## src/hdl/mbf_pkg.sv

```systemverilog
// Shared types, constants and helper functions for the Modbus RTU
// write-multiple-registers framer. No dependencies.
`default_nettype none

package mbf_pkg;

  localparam int MAX_PAYLOAD_BYTES = 246;

  localparam logic [7:0]  FUNC_CODE      = 8'h10;
  localparam logic [15:0] CRC_INIT       = 16'hFFFF;
  localparam logic [15:0] CRC_POLY       = 16'hA001;
  localparam logic [15:0] CRC_SHIFT_MASK = 16'h7FFF;

  // Queue between front and back
  localparam int Q_DEPTH = 2;
  localparam int Q_PTR_W = (Q_DEPTH > 1) ? $clog2(Q_DEPTH) : 1;
  localparam int Q_CNT_W = $clog2(Q_DEPTH + 1);

  localparam int CFG_IDX_W  = 2;
  localparam int CFG_DATA_W = 16;

  typedef enum logic [CFG_IDX_W-1:0] {
    CFG_SLAVE_ADDR  = 2'd0,
    CFG_START_REG   = 2'd1,
    CFG_PAYLOAD_LEN = 2'd2
  } cfg_index_t;

  // Configuration as seen by the back end; length already clamped
  typedef struct packed {
    logic [7:0]  slave_address;
    logic [15:0] start_register;
    logic [7:0]  length;
  } cfg_t;

  // One classified payload byte
  typedef struct packed {
    logic [7:0] data;
    logic       first;
    logic       last;
  } item_t;

  // Clamp the programmed length into 1 .. MAX_PAYLOAD_BYTES
  function automatic logic [7:0] clamp_length(input logic [7:0] len);
    logic [7:0] res;
    res = len;
    if (len == 8'd0) begin
      res = 8'd1;
    end else if (len > 8'(MAX_PAYLOAD_BYTES)) begin
      res = 8'(MAX_PAYLOAD_BYTES);
    end
    return res;
  endfunction

  // One byte of reflected CRC-16, bit by bit
  function automatic logic [15:0] crc_byte(input logic [15:0] crc_in, input logic [7:0] b);
    logic [15:0] c;
    logic        lsb;
    c = crc_in ^ {8'h00, b};
    for (int k = 0; k < 8; k++) begin
      lsb = c[0];
      c   = (c >> 1) & CRC_SHIFT_MASK;
      if (lsb) begin
        c = c ^ CRC_POLY;
      end
    end
    return c;
  endfunction

endpackage

`default_nettype wire

```

## src/hdl/mbf_queue.sv

```systemverilog
// Two-entry queue of classified payload bytes between front and back.
// Depends on mbf_pkg.
`default_nettype none

module mbf_queue (
  input  wire logic           clk,
  input  wire logic           rst_n,
  input  wire logic           push,
  input  wire mbf_pkg::item_t push_item,
  output logic                full,
  input  wire logic           pop,
  output logic                head_valid,
  output mbf_pkg::item_t      head_item
);

  mbf_pkg::item_t                 mem_r [mbf_pkg::Q_DEPTH];
  logic [mbf_pkg::Q_PTR_W-1:0]    wr_ptr_r;
  logic [mbf_pkg::Q_PTR_W-1:0]    rd_ptr_r;
  logic [mbf_pkg::Q_CNT_W-1:0]    count_r;
  logic [mbf_pkg::Q_CNT_W-1:0]    count_nxt;
  logic                           do_push;
  logic                           do_pop;

  assign full       = (count_r == mbf_pkg::Q_CNT_W'(mbf_pkg::Q_DEPTH));
  assign head_valid = (count_r != '0);
  assign head_item  = mem_r[rd_ptr_r];
  assign do_push    = push && !full;
  assign do_pop     = pop && head_valid;

  always_comb begin
    count_nxt = count_r;
    if (do_push && !do_pop) begin
      count_nxt = count_r + 1'b1;
    end else if (do_pop && !do_push) begin
      count_nxt = count_r - 1'b1;
    end
  end

  always_ff @(posedge clk) begin
    if (!rst_n) begin
      wr_ptr_r <= '0;
      rd_ptr_r <= '0;
      count_r  <= '0;
    end else begin
      count_r <= count_nxt;
      if (do_push) begin
        mem_r[wr_ptr_r] <= push_item;
        wr_ptr_r <= (wr_ptr_r == mbf_pkg::Q_PTR_W'(mbf_pkg::Q_DEPTH - 1)) ? '0
                                                                          : wr_ptr_r + 1'b1;
      end
      if (do_pop) begin
        rd_ptr_r <= (rd_ptr_r == mbf_pkg::Q_PTR_W'(mbf_pkg::Q_DEPTH - 1)) ? '0
                                                                          : rd_ptr_r + 1'b1;
      end
    end
  end

endmodule

`default_nettype wire

```

## src/hdl/mbf_front.sv

```systemverilog
// Front end: configuration registers, input beat acceptance and
// classification of each payload byte as first/last of a frame. Depends on mbf_pkg.
`default_nettype none

module mbf_front (
  input  wire logic                            clk,
  input  wire logic                            rst_n,
  input  wire logic                            cfg_valid,
  output logic                                 cfg_ready,
  input  wire logic [mbf_pkg::CFG_IDX_W-1:0]   cfg_index,
  input  wire logic [mbf_pkg::CFG_DATA_W-1:0]  cfg_data,
  input  wire logic                            in_tvalid,
  output logic                                 in_tready,
  input  wire logic [7:0]                      in_tdata,
  input  wire logic                            q_full,
  output logic                                 q_push,
  output mbf_pkg::item_t                       q_item,
  output mbf_pkg::cfg_t                        cfg
);

  logic [7:0]  slave_addr_r;
  logic [15:0] start_reg_r;
  logic [7:0]  length_r;
  logic [7:0]  count_r;
  logic [7:0]  count_nxt;
  logic [7:0]  len_eff;
  logic        is_last;
  logic        accept;

  assign cfg_ready = 1'b1;
  assign in_tready = !q_full;
  assign accept    = in_tvalid && !q_full;
  assign len_eff   = mbf_pkg::clamp_length(length_r);

  // Frame ends once the taken count reaches the clamped length
  assign is_last   = ({1'b0, count_r} + 9'd1) >= {1'b0, len_eff};
  assign count_nxt = is_last ? 8'd0 : count_r + 8'd1;

  assign q_push        = accept;
  assign q_item.data   = in_tdata;
  assign q_item.first  = (count_r == 8'd0);
  assign q_item.last   = is_last;

  assign cfg.slave_address  = slave_addr_r;
  assign cfg.start_register = start_reg_r;
  assign cfg.length         = len_eff;

  always_ff @(posedge clk) begin
    if (!rst_n) begin
      slave_addr_r <= 8'd1;
      start_reg_r  <= 16'd1;
      length_r     <= 8'd246;
      count_r      <= 8'd0;
    end else begin
      if (cfg_valid) begin
        unique case (cfg_index)
          mbf_pkg::CFG_SLAVE_ADDR:  slave_addr_r <= cfg_data[7:0];
          mbf_pkg::CFG_START_REG:   start_reg_r  <= cfg_data;
          mbf_pkg::CFG_PAYLOAD_LEN: length_r     <= cfg_data[7:0];
          default: ;
        endcase
      end
      if (accept) begin
        count_r <= count_nxt;
      end
    end
  end

endmodule

`default_nettype wire

```

## src/hdl/mbf_back.sv

```systemverilog
// Back end: byte sequencer that expands each queued payload byte into
// header, data and CRC bytes, with the running CRC and output register. Depends on mbf_pkg.
`default_nettype none

module mbf_back (
  input  wire logic           clk,
  input  wire logic           rst_n,
  input  wire mbf_pkg::cfg_t  cfg,
  input  wire logic           head_valid,
  input  wire mbf_pkg::item_t head_item,
  output logic                q_pop,
  output logic                out_tvalid,
  input  wire logic           out_tready,
  output logic [7:0]          out_tdata,
  output logic                out_tlast,
  output logic                out_tuser
);

  typedef enum logic [3:0] {
    PH_ADDR   = 4'd0,
    PH_FUNC   = 4'd1,
    PH_REG_HI = 4'd2,
    PH_REG_LO = 4'd3,
    PH_CNT_HI = 4'd4,
    PH_CNT_LO = 4'd5,
    PH_BYTES  = 4'd6,
    PH_DATA   = 4'd7,
    PH_CRC_LO = 4'd8,
    PH_CRC_HI = 4'd9
  } phase_t;

  phase_t      phase_r;
  phase_t      eff;
  logic [15:0] crc_r;
  logic [15:0] crc_in;
  logic [15:0] crc_upd;
  logic [7:0]  byte_sel;
  logic [7:0]  words;
  logic        emit;
  logic        entry_done;
  logic        out_valid_r;
  logic [7:0]  out_byte_r;
  logic        frame_last_r;
  logic        run_last_r;

  // Only a first byte of a frame starts with the header
  assign eff   = (phase_r == PH_ADDR && !head_item.first) ? PH_DATA : phase_r;
  assign emit  = head_valid && (!out_valid_r || out_tready);
  assign words = {1'b0, cfg.length[7:1]};

  always_comb begin
    unique case (eff)
      PH_ADDR:   byte_sel = cfg.slave_address;
      PH_FUNC:   byte_sel = mbf_pkg::FUNC_CODE;
      PH_REG_HI: byte_sel = cfg.start_register[15:8];
      PH_REG_LO: byte_sel = cfg.start_register[7:0];
      PH_CNT_HI: byte_sel = 8'h00;
      PH_CNT_LO: byte_sel = words;
      PH_BYTES:  byte_sel = cfg.length;
      PH_DATA:   byte_sel = head_item.data;
      PH_CRC_LO: byte_sel = crc_r[7:0];
      PH_CRC_HI: byte_sel = crc_r[15:8];
      default:   byte_sel = 8'h00;
    endcase
  end

  assign crc_in     = (eff == PH_ADDR) ? mbf_pkg::CRC_INIT : crc_r;
  assign crc_upd    = mbf_pkg::crc_byte(crc_in, byte_sel);
  assign entry_done = (eff == PH_DATA && !head_item.last) || (eff == PH_CRC_HI);
  assign q_pop      = emit && entry_done;

  always_ff @(posedge clk) begin
    if (!rst_n) begin
      phase_r     <= PH_ADDR;
      crc_r       <= mbf_pkg::CRC_INIT;
      out_valid_r <= 1'b0;
    end else begin
      if (emit) begin
        out_valid_r  <= 1'b1;
        out_byte_r   <= byte_sel;
        run_last_r   <= entry_done;
        frame_last_r <= (eff == PH_CRC_HI);
        if (eff != PH_CRC_LO && eff != PH_CRC_HI) begin
          crc_r <= crc_upd;
        end
        phase_r <= entry_done ? PH_ADDR : phase_t'(eff + 4'd1);
      end else if (out_tready) begin
        out_valid_r <= 1'b0;
      end
    end
  end

  assign out_tvalid = out_valid_r;
  assign out_tdata  = out_byte_r;
  assign out_tlast  = frame_last_r;
  assign out_tuser  = run_last_r;

endmodule

`default_nettype wire

```

## src/hdl/modbus_rtu_write_multiple_framer.sv

```systemverilog
// Top level of the Modbus RTU write-multiple-registers request framer.
// Depends on mbf_pkg, mbf_front, mbf_queue and mbf_back.
//
// Takes a stream of payload bytes and produces a complete function 0x10
// request: the first payload byte of a frame is preceded by the header
// (slave address, 0x10, start register high/low, word count high/low,
// byte count), every payload byte is passed through, and the last one is
// followed by the CRC-16 (init 0xFFFF, reflected polynomial 0xA001), low
// byte first. The output runs at one frame byte per clock whenever the
// sink is ready and a payload byte is queued: a middle payload byte
// yields only itself, the first byte of a frame also the header before
// it, the last also the two CRC bytes after it. The CRC update for each
// byte completes within the same cycle. A two-beat queue sits between
// the input side and the sequencer, so besides the beat being expanded
// one further input beat is still taken while header or CRC bytes drain
// or the sink stalls; after that the input waits. out_tuser marks the last
// byte caused by one input beat, out_tlast the final CRC byte of a frame.
// A payload length of 0 is used as 1 and one above 246 as 246, and the
// header carries the length so used. Write configuration only while the
// block is idle; cfg_ready is always high and writes to index 3 are
// dropped. There is no clearing pass after reset.
`default_nettype none

module modbus_rtu_write_multiple_framer (
  input  wire logic                            clk,
  input  wire logic                            rst_n,
  // configuration write channel
  input  wire logic                            cfg_valid,
  output logic                                 cfg_ready,
  input  wire logic [mbf_pkg::CFG_IDX_W-1:0]   cfg_index,
  input  wire logic [mbf_pkg::CFG_DATA_W-1:0]  cfg_data,
  // payload beats in
  input  wire logic                            in_tvalid,
  output logic                                 in_tready,
  input  wire logic [7:0]                      in_tdata,   // [7:0] data_byte
  // frame beats out
  output logic                                 out_tvalid,
  input  wire logic                            out_tready,
  output logic [7:0]                           out_tdata,  // [7:0] frame_byte
  output logic                                 out_tlast,  // frame_last
  output logic                                 out_tuser   // [0] run_last
);

  logic           q_full;
  logic           q_push;
  logic           q_pop;
  logic           head_valid;
  mbf_pkg::item_t q_item;
  mbf_pkg::item_t head_item;
  mbf_pkg::cfg_t  cfg;

  // Front: hold configuration, count payload beats, classify each one
  mbf_front u_front (
    .clk       (clk),
    .rst_n     (rst_n),
    .cfg_valid (cfg_valid),
    .cfg_ready (cfg_ready),
    .cfg_index (cfg_index),
    .cfg_data  (cfg_data),
    .in_tvalid (in_tvalid),
    .in_tready (in_tready),
    .in_tdata  (in_tdata),
    .q_full    (q_full),
    .q_push    (q_push),
    .q_item    (q_item),
    .cfg       (cfg)
  );

  // Decouple: buffer classified beats so either side may stall alone
  mbf_queue u_queue (
    .clk        (clk),
    .rst_n      (rst_n),
    .push       (q_push),
    .push_item  (q_item),
    .full       (q_full),
    .pop        (q_pop),
    .head_valid (head_valid),
    .head_item  (head_item)
  );

  // Back: expand each beat into header, data and CRC bytes
  mbf_back u_back (
    .clk        (clk),
    .rst_n      (rst_n),
    .cfg        (cfg),
    .head_valid (head_valid),
    .head_item  (head_item),
    .q_pop      (q_pop),
    .out_tvalid (out_tvalid),
    .out_tready (out_tready),
    .out_tdata  (out_tdata),
    .out_tlast  (out_tlast),
    .out_tuser  (out_tuser)
  );

endmodule

`default_nettype wire

```

## config.mk

```make
export PLATFORM = sky130hd
export DESIGN_NAME = modbus_rtu_write_multiple_framer
export DESIGN_NICKNAME = d
export VERILOG_FILES = /design/src/hdl/mbf_pkg.sv /design/src/hdl/mbf_queue.sv /design/src/hdl/mbf_front.sv /design/src/hdl/mbf_back.sv /design/src/hdl/modbus_rtu_write_multiple_framer.sv
export SDC_FILE = /design/constraint.sdc
export NUM_CORES = 1
export LEC_CHECK = 0
export BUFFER_PORTS_ARGS = -buffer_cell sky130_fd_sc_hd__clkbuf_2
export CAP_MARGIN = 20
export CORE_UTILIZATION = 30
export DETAILED_ROUTE_END_ITERATION = 16
export GPL_ROUTABILITY_DRIVEN = 0
export MAX_ROUTING_LAYER = met4
export SLEW_MARGIN = 0
export SYNTH_ARGS = -nofsm -noshare
export SYNTH_HDL_FRONTEND = slang
export SYNTH_SLANG_ARGS = --single-unit
```

## constraint.sdc

```tcl
create_clock -name clk -period 9.75 [get_ports clk]
set_input_delay 1.95 -clock clk [delete_from_list [all_inputs] [get_ports clk]]
set_output_delay 1.95 -clock clk [all_outputs]
set_load 0.02 [all_outputs]
```

==> impl_metrics.py <==
metrics = {
    "hold_path": {
        "min_path_type": "reg -> reg",
        "min_from": "u_front.start_reg_r[5]",
    },
    "worst_setup_path": {
        "crit_path_top_delay_cell": "dfxtp_1",
        "path_buf_inv": 0,
        "start_kind": "flip-flop",
        "crit_fanout": 11,
        "cpPeakStageDelay_ps": 700,
        "cp-end-kind": "flip-flop",
        "crit_arrival_ps": 4170,
        "cp_top_family": "compound AO/OA/AOI/OAI gates",
        "path_class": "reg -> reg",
        "path_cells": "mux2i_2, a211o_1, o22ai_1, a2111oi_1, xnor2_1, xnor3_1, xor2_1, or4_1, o311a_1",
        "cp_data_required_time_ps": 9990,
    },
    "synth": {
        "yosysWarnings": 0,
        "avgSynthCellArea_um2": 9.326,
        "synthCells": 505,
        "synth_top_family_by_area": "simple AND/OR/NAND/NOR gates",
        "synth_area_leaders": "dfxtp_1 28%, edfxtp_1 19%, nand2_1 6.0%",
        "yosys-mux-area-fraction_pct": 3.905,
        "synth_seq_cells": 96,
        "yosysTopAreaCellShare_pct": 28.06,
        "synthXorXnorAreaFrac_pct": 7.359,
        "ys.flop_type": "dfxtp_1",
        "yosysTopAreaCell": "dfxtp_1",
        "ys_seq_area_share_pct": 47.18,
        "async_reset_ff_share_pct": 0,
        "yosys.area_share.simple_pct": 16.76,
        "synth-compound-area-share_pct": 16.45,
        "synth_edf_count": 30,
        "ys_types": 59,
        "synth_area_mm2": 0.004710,
        "syn-num-nets": 550,
        "synthAdderAreaFrac_pct": 3.719,
    },
    "floorplan": {
        "core.rowCount": 45,
        "dieArea_mm2": 0.01620,
        "coreArea_mm2": 0.01526,
        "die_h_um": 127.3,
        "dieWidth_um": 127.3,
        "boundaryPins": 44,
        "initial_core_util_pct": 30.87,
    },
    "cells_and_area": {
        "postLayoutCellArea_mm2": 0.005359,
        "final_cell_mix": "75 x nand2_1, 66 x dfxtp_1, 42 x nor2_1, 42 x clkbuf_2, 39 x a21oi_1",
        "drive_above_1_share_pct": 13.41,
        "layout.nets": 578,
        "num_antenna_cells": 0,
        "fin_util_pct": 35.12,
        "syn2layout_area_growth_pct": 13.79,
        "final_common_cell": "nand2_1",
        "fin_cells": 748,
    },
    "clock_network": {
        "cts_max_level": 3,
        "cts.sinks": 96,
        "cts_resized": 0,
        "cts_inserted_buffers": 9,
        "clockBufferDepth": 2,
        "clk_pin_slew_ps": 60,
        "cts_tree": "built",
        "cts_setup_buffers": 0,
        "hold_buffers": 0,
        "clock_latency_ps": 350,
        "cts_root_buf": "clkbuf_16",
    },
    "route": {
        "drt.antenna.violating_nets": 0,
        "dr_total_vias": 3754,
        "routed_wl_mm": 11.13,
        "wl_per_cell_um": 14.88,
        "drcViolationCount": 0,
        "avgViaCountPerCell": 5.019,
        "drt_iter0_drc": 371,
        "dr.pass1.iters": 5,
    },
    "power": {
        "p_total_mw": 1.692,
        "p_per_area_mw_per_mm2": 315.8,
        "p_leak_nw": 2.093,
        "ir_drop_mv": 0.2116,
    },
    "timing": {
        "slew_headroom_pct": 27.85,
        "holdWs_ps": 457.1,
        "drv_slew": 0,
        "tns_ps": 0,
        "tightest_slew_ps": 1079,
        "period_needed_ps": 3931,
        "setup_slack_ps": 5819,
        "fin_crit_sh_pct": 40.31,
        "final-setup-viol-count": 0,
        "final_hold_viol_count": 0,
        "fmax_mhz": 254.4,
        "rsz0062_at_grt": "false",
        "finalClockSkew_ps": 6.936,
    },
    "place": {
        "dp.cells": 733,
        "preCtsSetupSlack_ps": 5903,
        "io_buffers": 42,
        "hpwl_mm": 8.330,
        "place_area_mm2": 0.005090,
    },
    "global_route": {
        "grt-ovfl-total": 0,
        "grt_max_degree": 44,
        "antenna_found_initial": 0,
        "grt.total_usage_pct": 14.88,
        "grt_pass1_wl_mm": 18.24,
        "first_global_vias": 3525,
    },
    "flow_run": {
        "max_cap_violations": 0,
    },
    "run_status": {
        "status": "finished, final reports clean",
    },
}
[sequential cells by signal, summed over array words and instances, names as in the netlist, 2 cells and up, named ones only]
register	cells
u_front.count_r	8
u_queue.mem_r	20
u_front.start_reg_r	16
u_back.phase_r	4
u_back.crc_r	16
u_front.length_r	8
u_front.slave_addr_r	8
u_back.out_tdata	8
u_queue.count_r	2
[Yosys cell counts, drive strengths merged, types with 2 or more instances]
cell     n
a211oi   2
a21o     6
a21oi   39
a222oi   7
a22oi   11
a31oi    2
a32oi    2
and3     2
and3b    2
buf     12
clkbuf  18
dfxtp   66
edfxtp  30
ha      14
inv     21
mux2i   18
nand2   75
nand2b   2
nand3   19
nand4    2
nor2    42
nor2b    3
nor3    13
o211ai  13
o21ai   13
o221ai   3
o22ai    4
or2      3
or3      2
xnor2   22
xor2    15
[tightest hold or removal path, cell delays in order, from the launching register on]
cell     delay, ps
dfxtp_1        310
nand2_1         50
a21oi_1         50
[per-layer routing]
metal / part of all wire, % / wire [um] / GRT usage (%)
met5: 0 / 0 / -
met1: 47 / 5284 / 20.06
met3: 6.3 / 704 / 3.769
met4: 1.7 / 191 / 4.342
met2: 44 / 4946 / 21.92
[kinds of logic (layout without fill, tap and decap cells)]
kind of cell,Yosys count,in the layout
other,1,1
buffers and inverters,52,84
multiplexers,18,18
AND/OR/NAND/NOR,174,174
flip-flops,96,96
XOR/XNOR,38,38
AO/OA/AOI/OAI,112,112
adder cells (fa/ha/maj),14,14
[final cells by class]
type                            instances  area (um^2)
Clock buffer                           14        264.0
Inverter                               22        82.58
Sequential cell                        96         2222
Multi-Input combinational cell        357         2273
Fill cell                            1551         9899
Tap cell                              211        264.0
Clock inverter                          1        5.005
Timing Repair Buffer                   47        247.7
[where the power goes]
group	internal, mW	leakage, nW	switching (mW)
combinational	0.345	1.14	0.476
sequential	0.491	0.817	0.0563
clock	0.185	0.133	0.139
[final timing paths]
check,cells after the start,slack (ps),endpoint
max,9,5820,u_back.crc_r[0]
min,2,460,u_front.start_reg_r[5]
max reg2reg,9,5820,u_back.crc_r[0]
min reg2reg,2,460,u_front.start_reg_r[5]
Note: power is estimated with default switching activity, not from simulation.
